<file path="src/hw/rtl/srtf_pkg.sv">
// shared types and constants for the srtf task scheduler
`timescale 1ns / 1ps

package srtf_pkg;

  localparam int ID_W   = 8;
  localparam int TIME_W = 16;

  localparam logic [TIME_W-1:0] TIME_MAX = '1;

  // input beat kinds carried on tuser
  localparam logic CMD_ARRIVE = 1'b0;
  localparam logic CMD_TICK   = 1'b1;

  // tdata widths of both channels
  localparam int S_DATA_W = 24;
  localparam int M_DATA_W = 64;

  // one slot table entry as stored in the ram
  typedef struct packed {
    logic [ID_W-1:0]   id;
    logic [TIME_W-1:0] remaining;
    logic [TIME_W-1:0] burst;
    logic [TIME_W-1:0] arrival;
  } slot_entry_t;

  localparam int ENTRY_W = $bits(slot_entry_t);

  // one result beat, lowest field last in the struct
  typedef struct packed {
    logic [M_DATA_W-60:0] pad;
    logic [TIME_W-1:0]    waiting_time;
    logic [TIME_W-1:0]    turnaround;
    logic [TIME_W-1:0]    finish_time;
    logic                 finished;
    logic [ID_W-1:0]      running_id;
    logic                 busy_res;
    logic                 accepted;
  } result_t;

  typedef enum logic [1:0] {
    ST_IDLE,
    ST_SCAN,
    ST_TAIL,
    ST_EXEC
  } state_t;

  // controller to datapath
  typedef struct packed {
    logic start;
    logic issue;
    logic commit;
  } ctrl_cmd_t;

  // datapath to controller
  typedef struct packed {
    logic scan_last;
    logic out_free;
  } dp_status_t;

endpackage

</file>
<file path="src/hw/rtl/srtf_ram.sv">
// generic single write port ram with registered read
`timescale 1ns / 1ps

module srtf_ram #(
  parameter int WIDTH = 8,
  parameter int DEPTH = 16
) (
  input  logic                     clk,
  input  logic                     we,
  input  logic [$clog2(DEPTH)-1:0] waddr,
  input  logic [WIDTH-1:0]         wdata,
  input  logic [$clog2(DEPTH)-1:0] raddr,
  output logic [WIDTH-1:0]         rdata
);

  logic [WIDTH-1:0] mem [DEPTH];

  always_ff @(posedge clk) begin
    if (we) begin
      mem[waddr] <= wdata;
    end
    rdata <= mem[raddr];
  end

endmodule

</file>
<file path="src/hw/rtl/srtf_ctrl.sv">
// controller state machine of the srtf task scheduler
`timescale 1ns / 1ps

module srtf_ctrl (
  input  logic                clk,
  input  logic                rst,
  input  logic                in_valid,
  output logic                in_ready,
  input  srtf_pkg::dp_status_t sts,
  output srtf_pkg::ctrl_cmd_t  ctl
);
  import srtf_pkg::*;

  state_t state, state_next;

  always_ff @(posedge clk) begin
    if (rst) begin
      state <= ST_IDLE;
    end else begin
      state <= state_next;
    end
  end

  always_comb begin
    state_next = state;
    case (state)
      ST_IDLE: begin
        if (in_valid) state_next = ST_SCAN;
      end
      ST_SCAN: begin
        if (sts.scan_last) state_next = ST_TAIL;
      end
      ST_TAIL: begin
        state_next = ST_EXEC;
      end
      ST_EXEC: begin
        if (sts.out_free) state_next = ST_IDLE;
      end
      default: begin
        state_next = ST_IDLE;
      end
    endcase
  end

  always_comb begin
    in_ready   = (state == ST_IDLE);
    ctl.start  = (state == ST_IDLE) && in_valid;
    ctl.issue  = (state == ST_SCAN);
    ctl.commit = (state == ST_EXEC) && sts.out_free;
  end

endmodule

</file>
<file path="src/hw/rtl/srtf_dp.sv">
// datapath of the srtf task scheduler: slot table, scan, update and result register
`timescale 1ns / 1ps

module srtf_dp #(
  parameter int SLOTS = 16
) (
  input  logic                          clk,
  input  logic                          rst,
  input  srtf_pkg::ctrl_cmd_t           ctl,
  output srtf_pkg::dp_status_t          sts,
  input  logic                          in_cmd,
  input  logic [srtf_pkg::ID_W-1:0]     in_id,
  input  logic [srtf_pkg::TIME_W-1:0]   in_burst,
  output logic                          out_valid,
  input  logic                          out_ready,
  output logic [srtf_pkg::M_DATA_W-1:0] out_data
);
  import srtf_pkg::*;

  localparam int IDX_W = $clog2(SLOTS);

  // latched input beat
  logic              cmd_q;
  logic [ID_W-1:0]   id_q;
  logic [TIME_W-1:0] burst_q;

  logic [SLOTS-1:0]  valid;
  logic [TIME_W-1:0] now_time;

  // scan pipeline
  logic [IDX_W-1:0]  addr;
  logic [IDX_W-1:0]  rd_idx;
  logic              rd_pend;
  slot_entry_t       rd_entry;
  logic [ENTRY_W-1:0] rd_raw;
  logic              rd_valid;

  // scan findings
  logic              dup;
  logic              free_found;
  logic [IDX_W-1:0]  free_idx;
  logic              found;
  logic [IDX_W-1:0]  best_idx;
  slot_entry_t       best;

  // commit side
  logic              we;
  logic [IDX_W-1:0]  waddr;
  slot_entry_t       wentry;
  logic              arr_ok;
  logic [TIME_W-1:0] now_next;
  logic [TIME_W-1:0] rem_dec;
  logic [TIME_W-1:0] tat;
  result_t           res;

  assign rd_entry = slot_entry_t'(rd_raw);
  assign rd_valid = valid[rd_idx];

  srtf_ram #(
    .WIDTH (ENTRY_W),
    .DEPTH (SLOTS)
  ) u_slot_ram (
    .clk   (clk),
    .we    (we),
    .waddr (waddr),
    .wdata (wentry),
    .raddr (addr),
    .rdata (rd_raw)
  );

  assign sts.scan_last = (addr == IDX_W'(SLOTS - 1));
  assign sts.out_free  = !out_valid || out_ready;

  always_ff @(posedge clk) begin
    if (ctl.start) begin
      cmd_q   <= in_cmd;
      id_q    <= in_id;
      burst_q <= in_burst;
    end
    if (ctl.issue) begin
      rd_idx <= addr;
    end
  end

  always_ff @(posedge clk) begin
    if (rst) begin
      addr    <= '0;
      rd_pend <= 1'b0;
    end else begin
      rd_pend <= ctl.issue;
      if (ctl.start) begin
        addr <= '0;
      end else if (ctl.issue && !sts.scan_last) begin
        addr <= addr + IDX_W'(1);
      end
    end
  end

  // compare each slot as its read data comes back
  always_ff @(posedge clk) begin
    if (rst) begin
      dup        <= 1'b0;
      free_found <= 1'b0;
      found      <= 1'b0;
    end else if (ctl.start) begin
      dup        <= 1'b0;
      free_found <= 1'b0;
      found      <= 1'b0;
    end else if (rd_pend) begin
      if (rd_valid && rd_entry.id == id_q) begin
        dup <= 1'b1;
      end
      if (!rd_valid && !free_found) begin
        free_found <= 1'b1;
      end
      if (rd_valid && (!found || rd_entry.remaining < best.remaining)) begin
        found <= 1'b1;
      end
    end
  end

  always_ff @(posedge clk) begin
    if (rd_pend) begin
      if (!rd_valid && !free_found) begin
        free_idx <= rd_idx;
      end
      if (rd_valid && (!found || rd_entry.remaining < best.remaining)) begin
        best_idx <= rd_idx;
        best     <= rd_entry;
      end
    end
  end

  always_comb begin
    arr_ok   = (burst_q != '0) && !dup && free_found;
    now_next = (now_time == TIME_MAX) ? now_time : now_time + TIME_W'(1);
    rem_dec  = best.remaining - TIME_W'(1);
    tat      = now_next - best.arrival;

    we     = 1'b0;
    waddr  = free_idx;
    wentry = '{id: id_q, remaining: burst_q, burst: burst_q, arrival: now_time};
    res    = '0;

    if (cmd_q == CMD_ARRIVE) begin
      we           = ctl.commit && arr_ok;
      res.accepted = arr_ok;
    end else begin
      we             = ctl.commit && found;
      waddr          = best_idx;
      wentry         = best;
      wentry.remaining = rem_dec;
      res.busy_res   = found;
      if (found) begin
        res.running_id = best.id;
        if (rem_dec == '0) begin
          res.finished     = 1'b1;
          res.finish_time  = now_next;
          res.turnaround   = tat;
          res.waiting_time = (tat >= best.burst) ? tat - best.burst : '0;
        end
      end
    end
  end

  always_ff @(posedge clk) begin
    if (rst) begin
      valid    <= '0;
      now_time <= '0;
    end else if (ctl.commit) begin
      if (cmd_q == CMD_ARRIVE) begin
        if (arr_ok) valid[free_idx] <= 1'b1;
      end else begin
        now_time <= now_next;
        if (found && rem_dec == '0) valid[best_idx] <= 1'b0;
      end
    end
  end

  // output register
  always_ff @(posedge clk) begin
    if (rst) begin
      out_valid <= 1'b0;
    end else if (ctl.commit) begin
      out_valid <= 1'b1;
    end else if (out_ready) begin
      out_valid <= 1'b0;
    end
  end

  always_ff @(posedge clk) begin
    if (ctl.commit) begin
      out_data <= res;
    end
  end

endmodule

</file>
<file path="src/hw/rtl/srtf_task_scheduler.sv">
// top level of the preemptive shortest-remaining-time-first task scheduler
`timescale 1ns / 1ps

// Preemptive shortest-remaining-time-first scheduler over a table of SLOTS task slots.
// Every input beat gives exactly one result beat. An arrive beat (tuser = 0) enters a
// task id and burst stamped with the current clock; it is rejected when the burst is
// zero, the id is already present or the table is full, and otherwise takes the lowest
// free slot. A tick beat (tuser = 1) runs the valid task with the least remaining time
// (lowest slot on ties) for one unit, advances the clock (saturating at 65535) and, when
// that task completes, frees its slot and reports finish time, turnaround and waiting
// time. The scan reads one slot per cycle from the single slot table ram. A result waits
// in an output register, so the next beat is taken while it is still pending; a new result
// holds off only while that register stays stalled. Slot valid bits live in flops and
// clear at reset, so no clearing pass is needed.
module srtf_task_scheduler #(
  parameter int SLOTS = 16
) (
  input  logic                          clk,
  input  logic                          rst,
  // input beats
  input  logic                          s_axis_tvalid,
  output logic                          s_axis_tready,
  input  logic [srtf_pkg::S_DATA_W-1:0] s_axis_tdata,  // task_id[7:0], burst[23:8]
  input  logic [0:0]                    s_axis_tuser,  // cmd[0]
  // result beats
  output logic                          m_axis_tvalid,
  input  logic                          m_axis_tready,
  // accepted[0], busy_res[1], running_id[9:2], finished[10], finish_time[26:11],
  // turnaround[42:27], waiting_time[58:43], zero[63:59]
  output logic [srtf_pkg::M_DATA_W-1:0] m_axis_tdata
);
  import srtf_pkg::*;

  ctrl_cmd_t  ctl;
  dp_status_t sts;

  // sequencing: accept, scan, compare tail, commit
  srtf_ctrl u_ctrl (
    .clk      (clk),
    .rst      (rst),
    .in_valid (s_axis_tvalid),
    .in_ready (s_axis_tready),
    .sts      (sts),
    .ctl      (ctl)
  );

  // slot table, min and id scan, update and result register
  srtf_dp #(
    .SLOTS (SLOTS)
  ) u_dp (
    .clk       (clk),
    .rst       (rst),
    .ctl       (ctl),
    .sts       (sts),
    .in_cmd    (s_axis_tuser[0]),
    .in_id     (s_axis_tdata[ID_W-1:0]),
    .in_burst  (s_axis_tdata[ID_W+TIME_W-1:ID_W]),
    .out_valid (m_axis_tvalid),
    .out_ready (m_axis_tready),
    .out_data  (m_axis_tdata)
  );

endmodule

</file>
<file path="config.mk">
export PLATFORM = sky130hd
export DESIGN_NAME = srtf_task_scheduler
export DESIGN_NICKNAME = d
export VERILOG_FILES = /design/src/hw/rtl/srtf_pkg.sv /design/src/hw/rtl/srtf_ram.sv /design/src/hw/rtl/srtf_ctrl.sv /design/src/hw/rtl/srtf_dp.sv /design/src/hw/rtl/srtf_task_scheduler.sv
export SDC_FILE = /design/constraint.sdc
export NUM_CORES = 1
export LEC_CHECK = 0
export BUFFER_PORTS_ARGS = -buffer_cell sky130_fd_sc_hd__buf_2
export CAP_MARGIN = 20
export CORE_MARGIN = 2
export CORE_UTILIZATION = 40
export DETAILED_ROUTE_END_ITERATION = 10
export PLACE_DENSITY = 0.66
export REMOVE_ABC_BUFFERS = 1
export SYNTH_ARGS = -nofsm -noshare
export SYNTH_HDL_FRONTEND = slang
export SYNTH_SLANG_ARGS = --single-unit
</file>
<file path="constraint.sdc">
create_clock -name clk -period 7.2 [get_ports clk]
set_clock_uncertainty 0.2 [all_clocks]
set_input_delay 0.72 -clock clk [delete_from_list [all_inputs] [get_ports clk]]
set_output_delay 0.72 -clock clk [all_outputs]
set_load 0.01 [all_outputs]
</file>
==> results.md, run 1 <==
- CTS tree: built
- Fin. max-slew vios: 0
- Post-Syn Instances: 2259
- Share of cells above drive strength 1: a little over a quarter
- Core Box Area: 112000 um2
- Syn-to-layout area delta: 14.4%
- Vias: 22700
- Most common cell in the netlist: edfxtp_1
- Tot Pwr: 15.4 mW
- Hold path endpoint: u_dp.id_q[1]$_DFFE_PP_
- Design Area, Final: 51600 um2
- Synth cell types: 67
- Post-synthesis adder-cell area fraction: approximately 1.6%
- Antenna viol nets, final: 0
- DRT met1 WL: between 40000 and 50000 um
- EDFF count, synth: 1048
- Detailed placement HPWL: 58500 um
- Num CTS Buffers: 108
- Setup WS post-layout: 1.28 ns
- Via density per instance: 5.64
- Post-synthesis sequential area ratio: between 70 and 80%
- Synth Area in Compound Gates: between 2 and 2.5%
- Period utilization: about 82%
- Maximum clock frequency: approximately 170 MHz
- Met2 wire len: 50000 um
- Fin crit period: between 5 and 6 ns
- Setup WS pre-CTS: 1.40 ns
- Post-synthesis simple-gate area fraction: 3.73%
- Syn_area_per_cell: 20.0 um2
- Met3 wire len: roughly 8100 um
- RR Endpoint: u_dp.out_data[58]$_SDFFCE_PN0P_
- Ys async rst share: 0%
- Maximum root-to-sink buffer count: 3
- Top FF cell, synth: edfxtp_1
- Synth area leaders: edfxtp_1, mux4_2, dfxtp_1, ha_1, mux2_2
- Skew-Pair Late Insertion Delay: ~0.70 ns
- RSZ-0062 raised after global routing: false
- DR WL/cell: 26.1 um
- Crit path capture type: register
- Worst r2r src: u_dp.now_time[3]$_SDFFE_PP0P_
- Max-cap viol count: 0
- Synth Register Bits: 1147
- Peak VDD IR: 298 uV
- Hold Path Class: primary input to register
- Largest fanout on the critical path: 16
- Status: completed
- 1st-iter DRT viols: 2301
- FF-to-FF setup slack: 1.28 ns
- Pin count of the biggest net entering global routing: 129
- Area of the die: 115000 um2
- Setup Viol. Count Final: 0
- Dominant cell type by area after synthesis: edfxtp_1
- Clock sink count: ~1100
- Routability cong.: 0.915
- Pwr dens: around 300 nW/um2
- Required @ worst endpoint: about 7.4 ns
- Post-synth top area share: a little over two thirds
- Fillers: between 9000 and 10000
- Fin nets: 2515
- Hold depth: 1
- Synth top cells by count: edfxtp_1, mux4_2, nor2_1
- Routed WL: 105000 um
- Die width: 340 um
- Slew margin rel.: 19.1%
- Drc violations: 0
- H-tree depth: 3
- Mux cell area share after synthesis: 15.4%
- Synth Area in XOR/XNOR: 1.15%
- Final core occ: 46.0%
- Synth Cell Area: 45100 um2
- Largest family of logic cells by synthesized area: multiplexers
- Post-DP Area: 47700 um2
- TNS Setup: 0 ns
- Pre-antenna DRT Iters: 5
- Ant. Diodes: 0
- Starting Density: between 40% and 50%
- Leak pwr: between 15 and 20 nW
- # port buffers: 89
- GR Overflow Total: 0
- Highest routing layer actually used: met5
- Root buffer cell: clkbuf_16
- First-pass GRT wire length: 154000 um
- Num ports: 95
- Worst hold path startpoint: s_axis_tdata[1]
- # rows: about 120
- YS warnings: 0
- WS Path Type: register to register
- Arr. time, crit path: 6.13 ns
- GRT Overall Usage: between 10% and 20%
- Vias in the first global route: between 20000 and 25000
- Least-Margin Pin Slew: 1.21 ns
- Clk slew on worst S/H paths: around 0.060 ns
- R2R cell count: 21
- Antenna violations before repair: 5
- Die Ht: 340 um
- Critical path launch point type: register
- Final hold vios: 0
[repair_timing]
item,in CTS,in global routing
endpoints found under the setup margin,0,0
resized for setup,0,0
hold endpoints to repair,22,0
hold buffers,22,0
buffers inserted,0,0
[worst max-delay path by stage]
stage / from / cells after the start / slack (ns) / endpoint
after floorplan: u_dp.addr[0]$_SDFFE_PP0P_ / 5 / -3.87 / u_ctrl.state[1]$_SDFFE_PP0P_
after global placement: u_dp.now_time[3]$_SDFFE_PP0P_ / 21 / 1.57 / u_dp.out_data[58]$_SDFFCE_PN0P_
after detailed placement: u_dp.now_time[3]$_SDFFE_PP0P_ / 21 / 1.40 / u_dp.out_data[58]$_SDFFCE_PN0P_
after CTS: u_dp.now_time[3]$_SDFFE_PP0P_ / 21 / 1.35 / u_dp.out_data[58]$_SDFFCE_PN0P_
after global routing: u_dp.now_time[3]$_SDFFE_PP0P_ / 21 / 0.67 / u_dp.out_data[58]$_SDFFCE_PN0P_
final: u_dp.now_time[3]$_SDFFE_PP0P_ / 21 / 1.28 / u_dp.out_data[58]$_SDFFCE_PN0P_
[sequential cells by signal (all words and copies together) (netlist names), 2 cells and up]
name and count:
u_dp.out_data 59, u_dp.free_idx 4, u_dp.burst_q 16, u_dp.best_idx 4, u_dp.u_slot_ram.rdata 56, u_dp.addr 4
u_ctrl.state 2, u_dp.id_q 8, u_dp.u_slot_ram.mem 896, u_dp.valid 16, u_dp.best 56, u_dp.rd_idx 4
u_dp.now_time 16
[metrics by stage]
step                      hold WS (ns)  std cells
after floorplan                  0.186       2161
after global placement           0.187       3785
after detailed placement         0.189       3786
after CTS                      0.00883       4012
after global routing            0.0119       4024
final                           0.0503       4024
[cell usage in the layout, fill, tap and decap left out, types with 21 or more instances in the layout]
| cell type | count |
|---|---|
| a21oi_1 | 42 |
| and2_1 | 33 |
| buf_2 | 89 |
| buf_4 | 27 |
| clkbuf_16 | 111 |
| clkinv_1 | 22 |
| dfxtp_1 | 95 |
| dlygate4sd3_1 | 22 |
| edfxtp_1 | 1048 |
| ha_1 | 54 |
| inv_1 | 75 |
| mux2_2 | 39 |
| mux4_2 | 285 |
| nand2_1 | 36 |
| nand3_1 | 25 |
| nor2_1 | 92 |
| nor3_1 | 31 |
| o21ai_0 | 21 |
| xnor2_1 | 32 |
| xor2_1 | 27 |
[where the power goes]
| part | leakage (nW) | total, mW | switching [mW] | internal (mW) |
|---|---|---|---|---|
| Clock | 1.76 | 5.76 | 2.45 | 3.31 |
| Sequential | 10.3 | 7.88 | 0.172 | 7.71 |
| Combinational | 4.35 | 1.77 | 0.959 | 0.807 |
[routing by layer]
metal  GRT usage, %  vias to the layer above
met1           25.4                    12000
met2           28.9                     1028
met4           4.59                        2
met5              0                        -
met3           3.76                      147
li1               -                     9537
[cells by family (layout without fill, tap and decap cells)]
kind of cell    after synthesis  count (layout)
flops                      1147            1147
mux                         332             332
simple gates                327             327
buf+inv                     179             440
compound gates              158             158
xor+xnor                     59              59
fa+ha+maj                    56              56
other cells                   1               5
[cell type report]
class	instances	area, um2	area share (%)
repair buffers	159	1260	2.45
inverters	77	290	0.563
flip-flops and latches	1147	33500	64.9
clock buffers	138	2960	5.73
multi-input cells	937	11100	21.5
well taps	1500	1880	3.64
clock inverters	66	676	1.31
[critical path, stage by stage, from the launching register on]
cell and delay [ns]:
dfxtp_1 0.50, and4_1 0.39, nand4_1 0.22, or3_1 0.52
and2_1 0.29, nand2_1 0.12, xnor2_1 0.14, ha_1 0.32
and2_1 0.17, o21ai_0 0.23, nand3_1 0.18, a311oi_1 0.40
a21oi_1 0.15, xnor2_1 0.17, ha_1 0.40, nand2_1 0.12
nor4_1 0.25, nor2_1 0.07, o211ai_1 0.10, a21oi_1 0.09
buf_4 0.19, a2111oi_0 0.42
(Power assumes the default switching activity.)
==> inputs of run 2 (changes only) <==
==> constraint.sdc (replaced) <==
create_clock -name clk -period 4.8 [get_ports clk]
set_clock_uncertainty 0.2 [all_clocks]
set_input_delay 0.48 -clock clk [delete_from_list [all_inputs] [get_ports clk]]
set_output_delay 0.48 -clock clk [all_outputs]
set_load 0.01 [all_outputs]
==> results.md, run 2 (same netlist as run 1, synthesis figures left out) <==
- Status: finished, violations left
- Failing checks: negative setup slack
- Most common cell after layout, fill and taps aside: edfxtp_1
- FF-to-FF setup slack: -0.22 ns
- 1st-iter DRT viols: about 2500
- Maximum root-to-sink buffer count: 3
- Syn-to-layout area delta: 17.5%
- Final hold vios: 0
- Required @ worst endpoint: 5.00 ns
- Largest fanout on the critical path: 8
- WS Path Type: register to register
- Critical path launch point type: register
- Crit path capture type: register
- Antenna viol nets, final: 0
- Fin crit period: 5.02 ns
- # rows: 123
- RSZ-0062 raised after global routing: true
- R2R cell count: 21
- GRT Overall Usage: 18.5%
- Leak pwr: 17.2 nW
- Max FFs per register: 896
- Top reg by flops: u_dp.u_slot_ram.mem
- # port buffers: 89
- Least-Margin Pin Slew: 1.14 ns
- Max-cap viol count: 0
- First-pass GRT wire length: 158000 um
- Antenna violations before repair: 4
- Drc violations: 0
- Setup WS pre-CTS: -0.414 ns
- Core Box Area: 112000 um2
- Fillers: 9098
- Slew margin rel.: a little under a quarter
- Vias in the first global route: 23800
- Pwr dens: around 430 nW/um2
- Clk slew on worst S/H paths: 0.06 ns
- Fin. max-slew vios: 0
- Fin nets: 2658
- Maximum clock frequency: 199 MHz
- Worst r2r src: u_dp.now_time[1]$_SDFFE_PP0P_
- Pin count of the biggest net entering global routing: 99
- H-tree depth: 3
- Starting Density: 40.2%
- Worst hold path startpoint: m_axis_tready
- Die Ht: between 300 and 400 um
- Hold Path Class: primary input to register
- Skew-Pair Late Insertion Delay: 0.70 ns
- Area of the die: ~120000 um2
- GR Overflow Total: 0
- DR WL/cell: 25.7 um
- Hold depth: 4
- Period utilization: 105%
- Routed WL: ~110000 um
- Placed cell count: between 3000 and 4000
- Root buffer cell: clkbuf_16
- Arr. time, crit path: 5.22 ns
- RR Endpoint: u_dp.out_data[51]$_SDFFCE_PN0P_
- Vias: 23200
- Share of cells above drive strength 1: 30.9%
- Num ports: 95
- CTS tree: built
- Critical Path Source: u_dp.now_time[1]$_SDFFE_PP0P_
- Most frequent cells in the layout: edfxtp_1, mux4_2, buf_4, clkbuf_16, dfxtp_1
- Reg area: 33500 um2
- Routability cong.: 0.849
- Setup WS post-layout: -0.224 ns
- Pre-antenna DRT Iters: 5
- Detailed placement HPWL: 62900 um
- Multi-input gate area: 11300 um2
- Largest regs: u_dp.u_slot_ram.mem (896), u_dp.out_data (59)
- Via density per instance: 5.56
- Clock sink count: 1147
- Die width: ~340 um
- Hold path endpoint: u_dp.out_valid$_SDFFE_PP0P_
- Num CTS Buffers: roughly 110
- Peak VDD IR: about 380 uV
- Final hold slack: around 0.054 ns
- Finished Layout Cells: 4168
- Setup Viol. Count Final: 16
run 2: changes by cell type in the layout (fill, tap and decap cells not counted), sizes merged:
cell	before	now
bufinv	11	6
dlygate4sd3	22	25
buf	135	275
clkinv	46	50
clkinvlp	7	3
inv	79	78
clkbuf	140	145
diode	0	2
run 2: timing repair:
item	in CTS	in global routing
pin swaps	20	19
hold buffers	25	0
setup buffers	8	4
endpoints found under the setup margin	16	16
resized for setup	33	27
hold endpoints to repair	25	0
gates cloned	1	0
run 2: how the worst max path moves through the flow:
stage / depth (start not counted) / slack [ns] / end
3_3_place_gp: 22 / -0.35 / u_dp.out_data[58]$_SDFFCE_PN0P_
2_1_floorplan: 5 / -6.27 / u_ctrl.state[1]$_SDFFE_PP0P_
6_report: 21 / -0.22 / u_dp.out_data[51]$_SDFFCE_PN0P_
3_5_place_dp: 22 / -0.41 / u_dp.out_data[58]$_SDFFCE_PN0P_
5_1_grt: 21 / -0.34 / u_dp.out_data[58]$_SDFFCE_PN0P_
4_1_cts: 21 / -0.11 / u_dp.out_data[58]$_SDFFCE_PN0P_
run 2: area by class of cell:
| cell class | instances | share of cell area, % |
|---|---|---|
| tap | 1500 | 3.54 |
| inverter | 77 | 0.548 |
| clock buffer | 144 | 5.55 |
| timing repair buffer | 301 | 4.90 |
| sequential | 1147 | 63.1 |
| antenna | 2 | 0.00944 |
| clock inverter | 60 | 0.982 |
| multi-input combinational | 937 | 21.3 |
run 2: routing by layer:
layer | part of all wire, % | wire length (um) | vias up | GRT usage, %
met3 | 6.8 | 7260 | 169 | 2.94
li1 | - | - | 9823 | -
met1 | 43 | 46600 | 12300 | 26.6
met5 | 0.012 | 13 | - | 0
met2 | 48 | 51200 | 898 | 29.5
met4 | 2.0 | 2140 | 2 | 4.52
run 2: worst max-delay path, stage by stage (launching register included):
cell and delay (ns):
dfxtp_4 0.36, ha_4 0.13, and2_4 0.14, nand4_1 0.14, or3_4 0.46, mux2i_2 0.20, inv_1 0.07, ha_1 0.27
nor2b_4 0.13, o31a_1 0.27, o211a_1 0.27, nand3b_1 0.26, and3_4 0.25, nor2_1 0.11, ha_1 0.27, buf_6 0.14
a211o_1 0.29, a21oi_2 0.15, o211ai_1 0.13, a21oi_2 0.25, buf_6 0.19, nor3_1 0.07
run 2: power by group:
part / internal, mW / switching, mW
Combinational: 1.26 / 1.42
Sequential: 11.6 / 0.304
Clock: 4.64 / 3.64
run 2: through the flow:
stage | cell area [um2] | util [%] | total power, mW | setup TNS, ns
6_report | 53000 | 47.3 | 22.8 | -3.20
5_1_grt | 53000 | 47.2 | 23.6 | -5.10
4_1_cts | 52800 | 47.0 | 23.0 | -1.35
3_5_place_dp | 48900 | 43.6 | 14.7 | -6.07
3_3_place_gp | 48900 | 43.6 | 14.6 | -4.63
2_1_floorplan | 44700 | - | 14.1 | -1236.08
